**config.mk**
```make
export PLATFORM = sky130hd
export DESIGN_NAME = qnorm_front
export DESIGN_NICKNAME = d
export VERILOG_FILES = /design/src/qnorm_pkg.sv /design/src/qnorm_front.sv
export SDC_FILE = /design/constraint.sdc
export NUM_CORES = 2
export LEC_CHECK = 0
export ABC_AREA = 1
export BUFFER_PORTS_ARGS = -buffer_cell sky130_fd_sc_hd__buf_2
export CORE_UTILIZATION = 65
export DETAILED_ROUTE_END_ITERATION = 6
export PLACE_DENSITY = 0.91
export REMOVE_ABC_BUFFERS = 1
export SLEW_MARGIN = 25
export SYNTH_ARGS = -nofsm -noshare
export SYNTH_HDL_FRONTEND = slang
export SYNTH_SLANG_ARGS = --single-unit
```
**constraint.sdc**
```tcl
create_clock -name clk -period 3.22 [get_ports clk]
set_input_delay 0 -clock clk [delete_from_list [all_inputs] [get_ports clk]]
set_output_delay 0 -clock clk [all_outputs]
set_load 0.01 [all_outputs]
```
**src/qnorm_pkg.sv**
```systemverilog
// Shared types and constants for the quaternion normalizer.
// No dependencies; every other file in src imports this package.
package qnorm_pkg;

	localparam int COMP_W = 16;
	localparam int SUM_W  = 34;
	localparam int LEN_W  = 17;

	typedef logic signed [COMP_W-1:0] comp_t;

	// Four components of one quaternion travel together.
	typedef struct packed {
		comp_t w;
		comp_t x;
		comp_t y;
		comp_t z;
	} quat_t;

	// Work item passed from the front part to the back part.
	typedef struct packed {
		quat_t            q;
		logic [SUM_W-1:0] sum;
		logic             zero;
	} work_t;

endpackage

```
**src/qnorm_front.sv**
```systemverilog
// Front part: accepts a quaternion, squares the components and sums them.
// Depends on qnorm_pkg.
module qnorm_front (
	input  logic             clk,
	input  logic             arst_n,
	input  logic             in_vld,
	input  qnorm_pkg::quat_t in_q,
	output logic             out_vld,
	output qnorm_pkg::work_t out_work
);
	import qnorm_pkg::*;

	logic                 vld_s1;
	quat_t                q_s1;
	logic [2*COMP_W-1:0]  sq_s1 [4];
	logic                 vld_s2;
	work_t                work_s2;

	// Stage 1: one multiplier per component.
	always_ff @(posedge clk or negedge arst_n) begin
		if (!arst_n) begin
			vld_s1 <= 1'b0;
		end else begin
			vld_s1 <= in_vld;
		end
	end

	always_ff @(posedge clk) begin
		q_s1     <= in_q;
		sq_s1[0] <= 32'(in_q.w * in_q.w);
		sq_s1[1] <= 32'(in_q.x * in_q.x);
		sq_s1[2] <= 32'(in_q.y * in_q.y);
		sq_s1[3] <= 32'(in_q.z * in_q.z);
	end

	// Stage 2: sum of squares and zero detect.
	always_ff @(posedge clk or negedge arst_n) begin
		if (!arst_n) begin
			vld_s2 <= 1'b0;
		end else begin
			vld_s2 <= vld_s1;
		end
	end

	always_ff @(posedge clk) begin
		work_s2.q    <= q_s1;
		work_s2.sum  <= SUM_W'(sq_s1[0]) + SUM_W'(sq_s1[1])
			+ SUM_W'(sq_s1[2]) + SUM_W'(sq_s1[3]);
		work_s2.zero <= (q_s1 == '0);
	end

	assign out_vld  = vld_s2;
	assign out_work = work_s2;
endmodule

```
==> metrics.md, run 1 <==
| Metric | Value |
|---|---|
| Quantity of I/O buffers inserted on ports | 166 |
| Tot GR Track Use | 0.8563 |
| Sequential area share after synthesis | 0.1183 |
| Number of instances in the placed design | approximately 7600 |
| Top cells by area, synth | fa_1 42%, inv_1 14%, dfxtp_1 12%, nand2_1 10%, ha_1 10% |
| Post-synthesis register bit count | about 290 |
| Die W | 274.6 um |
| Cell variety after synth | 39 |
| IO Pins | approximately 170 |
| H-tree depth | 1 |
| Post-Syn Area | 48320 um2 |
| Post-synth top area cell | fa_1 |
| Largest net degree at the start of global routing | 18 |
| Starting Density | 0.6600 |
| Fail Step | global routing |
| Synth Area per Inst | between 8 and 9 um2 |
| Ys async rst share | 0.007018 |
| Post-DP HPWL | between 100 and 150 mm |
| Routability cong. | 0.9683 |
| Total CTS buffers | 30 |
| EDFF count, synth | 0 |
| First-pass GRT wire length | around 470 mm |
| FP Rows | 99 |
| Share of the synthesized area in the top cell type | 0.4164 |
| Clock Tree Buf Depth | 3 |
| Err | [ERROR GRT-0116] Global routing finished with congestion. Check the congestion regions in the DRC Viewer. |
| Top_reg_cell synth | dfxtp_1 |
| Clk sinks | between 200 and 300 |
| Status | stopped before the end |
| Gr ovfl total | roughly 740 |
| DIE HEIGHT | 274.6 um |
| Root Buffer | clkbuf_16 |
| Synth warn | 0 |
| Post-Synthesis Cells | 5866 |
| Vias in the first global route | about 68000 |
-- kinds of logic after synthesis --
family / synth area share
buffers and inverters: 0.1482
and+or+nand+nor: 0.1642
adders and majority gates: 0.5176
DFF: 0.1183
AOI/OAI and AO/OA: 0.02797
xor gates and xnor gates: 0.02356
other: 0.0001554
-- synth_stat cells (38+ instances only) --
cell type  count
nand3_1      176
nor2_1       213
a21oi_1      139
xor2_1       111
o21bai_1      38
dfxtp_1      283
fa_1        1005
inv_1       1773
nand2_1     1311
ha_1         391
clkbuf_1     123
nand4_1       55
-- per-layer routing --
metal | overflow | global-route usage
met1 | 48 | 0.8283
met2 | 346 | 0.9633
met3 | 52 | 0.7874
met5 | 10 | 0.5946
met4 | 281 | 0.8664
-- repair_timing --
item                                     CTS
resized for setup                       1617
endpoints found under the setup margin   100
pin swaps                                654
hold endpoints to repair                  71
hold buffers                              70
gates cloned                               2
setup buffers                            120
-- through the flow --
step	hold WS [ps]	instance area, um2	util	setup slack (ps)
4_1_cts	22.88	64610	0.8826	-1193
2_1_floorplan	-295.6	47850	-	-1519
3_5_place_dp	-209.5	55990	0.7649	-2307
3_3_place_gp	-216.3	55990	0.7649	-1896
==> run 2, diff against run 1 <==
- CORE_UTILIZATION: 65 -> 40
- PLACE_DENSITY: 0.91 -> not set
- PLACE_DENSITY_LB_ADDON: not set -> 0.15
==> run 2 against run 1 <==
Compared with the run above: the flow now finishes, with violations (negative setup slack); synthesized cell count unchanged; area after synthesis unchanged.
==> metrics.md, run 2 <==
| Metric | Value |
|---|---|
| Status | finished, violations left |
| Failing checks | negative setup slack |
| Worst Hold End | sq_s1[0][0] |
| Maxcap violations | 0 |
| Worst setup margin | -1118 ps |
| Share of the synthesized area in the top cell type | 0.4164 (unchanged) |
| CP bufs+invs | 7 |
| Synthesis-to-finish area growth | 37.30% |
| Crit path launch | in_q[63] |
| Final WL | 134.0 mm |
| Skew final | 29.46 ps |
| Cell variety after synth | 39 (unchanged) |
| Post-DP HPWL | 113.2 mm (-8.7%) |
| Post-Synthesis Cells | 5866 (unchanged) |
| Final critical-path share of the clock period | 1.347 |
| DIE HEIGHT | 349.6 um (+27%) |
| Post-DP Area | 57190 um2 (+2.1%) |
| Skew-Pair Late Insertion Delay | 590 ps |
| H-tree depth | 2 (+1) |
| Root Buffer | clkbuf_16 |
| Number of antenna-violating nets in the routed design | 0 |
| Die W | 349.6 um (+27%) |
| Largest reg by FF count | sq_s1 |
| Type of the worst setup path | in2reg |
| Ys async rst share | 0.007018 (unchanged) |
| Slew Limit Fails | 0 |
| Starting Density | 0.4033 (-0.2567) |
| CTS tree | yes |
| WL/cell | about 15 um |
| CP Launch Type | primary input |
| R2r setup slk | around 90 ps |
| Hold WC Path Type | in2reg |
| FP Rows | 127 (+28%) |
| Total negative slack | -89810 ps |
| Clock Tree Buf Depth | 3 (unchanged) |
| Via density | ~4.5 |
| Crit path max-delay cell type | fa_2 |
| DIE AREA | 122200 um2 |
| Unrepaired setup endpoints after global routing | yes |
| IO Pins | 167 (unchanged) |
| Fmax | between 200 and 250 MHz |
| Initial DRC Count | between 1500 and 2000 |
| Crit-path max FO | 4 |
| First-pass GRT wire length | between 200 and 250 mm |
| Post-synth top area cell | fa_1 |
| Final hold vios | 0 |
| Most common cell in the netlist | inv_1 |
| Reg-to-Reg Start | sq_s1[1][0] |
| Most used cell, CP | fa_1 |
| Initial antenna violation count | 3 |
| Hold wc startpoint | in_q[48] |
| Final instance area | approximately 66000 um2 |
| Leading cell type in the layout, fill and taps excluded | inv_1 |
| Gr ovfl total | 0 |
| Most frequent cells in the layout | 1562 x inv_1, 1039 x nand2_1, 942 x fa_1 |
| Post-synthesis register bit count | 285 (unchanged) |
| Critical-path cell list | buf_12, buf_12, nand2_4, fa_1, inv_2, fa_2, inv_4, buf_4, fa_1, fa_2, fa_1, fa_1, inv_2, ha_4, buf_6, nand2_8, nor2_4, nand2_2, nor3_2, nand2_1, nand3_1, nand2_1 |
| Cell family with most CP delay | adder cells |
| Tot GR Track Use | 0.2282 |
| # setup viols final | 100 |
| Synth cell count leaders | 1773 x inv_1, 1311 x nand2_1, 1005 x fa_1, 391 x ha_1, 283 x dfxtp_1 |
| Total CTS buffers | 35 (+17%) |
| Clk sinks | 285 (unchanged) |
| Proportion of layout cells with a drive suffix above 1 | 0.3194 |
| Nets@finish | approximately 8500 |
| Largest register FFs | between 100 and 150 |
| Worst hold slack | between 30 and 40 ps |
| EDFF count, synth | 0 (unchanged) |
| FF-to-FF End | out_work[32] |
| Routability cong. | 0.9242 (-4.6%) |
| Drt drc | 0 |
| Sequential area share after synthesis | 0.1183 (unchanged) |
| Reg2reg path depth | 14 |
| Top_reg_cell synth | dfxtp_1 |
| Top cells by area, synth | fa_1 42%, inv_1 14%, dfxtp_1 12%, nand2_1 10%, ha_1 10% |
| Fill count | 11150 |
| Core Box Area | ~120000 um2 |
| Critical Path AT | around 4800 ps |
| Post-Syn Area | 48320 um2 (unchanged) |
| Synth Area per Inst | 8.237 um2 (unchanged) |
| CP max stage delay | around 600 ps |
| Hold Crit Depth | 4 |
| Final worst path period need | ~4300 ps |
| CTS clk-pin slew, worst paths | ~60 ps |
| CP Capture Type | flop |
| Quantity of I/O buffers inserted on ports | 166 (unchanged) |
| DR pass1 iterations | 5 |
| Via Count | between 30000 and 40000 |
| Critical Path RT | ~3700 ps |
| Vias in the first global route | roughly 42000 |
| Synth warn | 0 (unchanged) |
| Largest net degree at the start of global routing | 16 |
-- run 2: cell counts after synthesis --
No cell type changed its count.
-- run 2: worst max path at each step --
stage                              end  slack (ps)  cells after the start
final                     sq_s1[0][30]       -1120                     22
after global routing      sq_s1[0][29]       -1260                     19
after CTS                 sq_s1[2][31]       -1110                     23
after detailed placement  sq_s1[3][31]       -2020                     22
after global placement    sq_s1[3][16]       -2020                     22
after floorplan           sq_s1[3][31]       -1520                     20
-- run 2: cell type report --
cell class | instances | area [um2] | share of cell area
antenna | 3 | 7.507 | 0.0001132
timing repair buffer | 1224 | 10620 | 0.1601
inverter | 1783 | 6788 | 0.1023
tap | 1612 | 2017 | 0.03040
clock inverter | 17 | 205.2 | 0.003093
multi-input combinational | 3674 | 40010 | 0.6031
sequential | 285 | 5715 | 0.08615
clock buffer | 45 | 975.9 | 0.01471
-- run 2: repair_timing --
action | 4_1_cts | 5_1_grt
cloned | 6 | 1
gates resized for setup | 1143 | 451
setup buffers | 113 | 42
hold endpoints to repair | 67 | 0
pin swaps | 411 | 310
hold buffers | 68 | 0
endpoints found under the setup margin | 100 | 107
-- run 2: worst register-to-register path: stages (launching register included) --
cell and delay, ps:
dfxtp_1 580, fa_1 500, ha_1 200, ha_1 260, fa_1 480, nand3_1 100
nand3_2 120, nand2_1 80, nand2_1 110, nand2_1 110, nand2_2 90, nand2_1 110
nand2_1 60, nand2_1 60, nand2_1 130
-- run 2: kinds of logic (layout without fill, tap and decap cells) --
| kind of cell | count (synthesis) | count (layout) | synth area share |
|---|---|---|---|
| buffers and inverters | 1908 | 3069 | 0.1482 |
| and+or+nand+nor | 1907 | 1907 | 0.1642 |
| adders and majority gates | 1396 | 1396 | 0.5176 |
| DFF | 285 | 285 | 0.1183 |
| AOI/OAI and AO/OA | 238 | 238 | 0.02797 |
| xor gates and xnor gates | 130 | 130 | 0.02356 |
| other | 2 | 6 | 0.0001554 |
-- run 2: metal layers --
metal / part of all wire / track usage / vias up
li1: - / - / 19140
met1: 0.45 / 0.3126 / 19320
met2: 0.50 / 0.3955 / 558
met3: 0.031 / 0.01807 / 127
met4: 0.019 / 0.04502 / 0
met5: 0 / 0 / -
-- run 2: through the flow --
stage                     instances  setup slack, ps    util
after global routing           8640            -1263  0.5537
after floorplan                5742            -1519       -
after detailed placement       8356            -2016  0.4773
final                          8643            -1118  0.5537
after global placement         8356            -2022  0.4773
after CTS                      8601            -1107  0.5381
Power of run 2 is left out: the tool's default activity adds up to more than one toggle a clock period on the data nets, which glitch-free logic cannot reach.
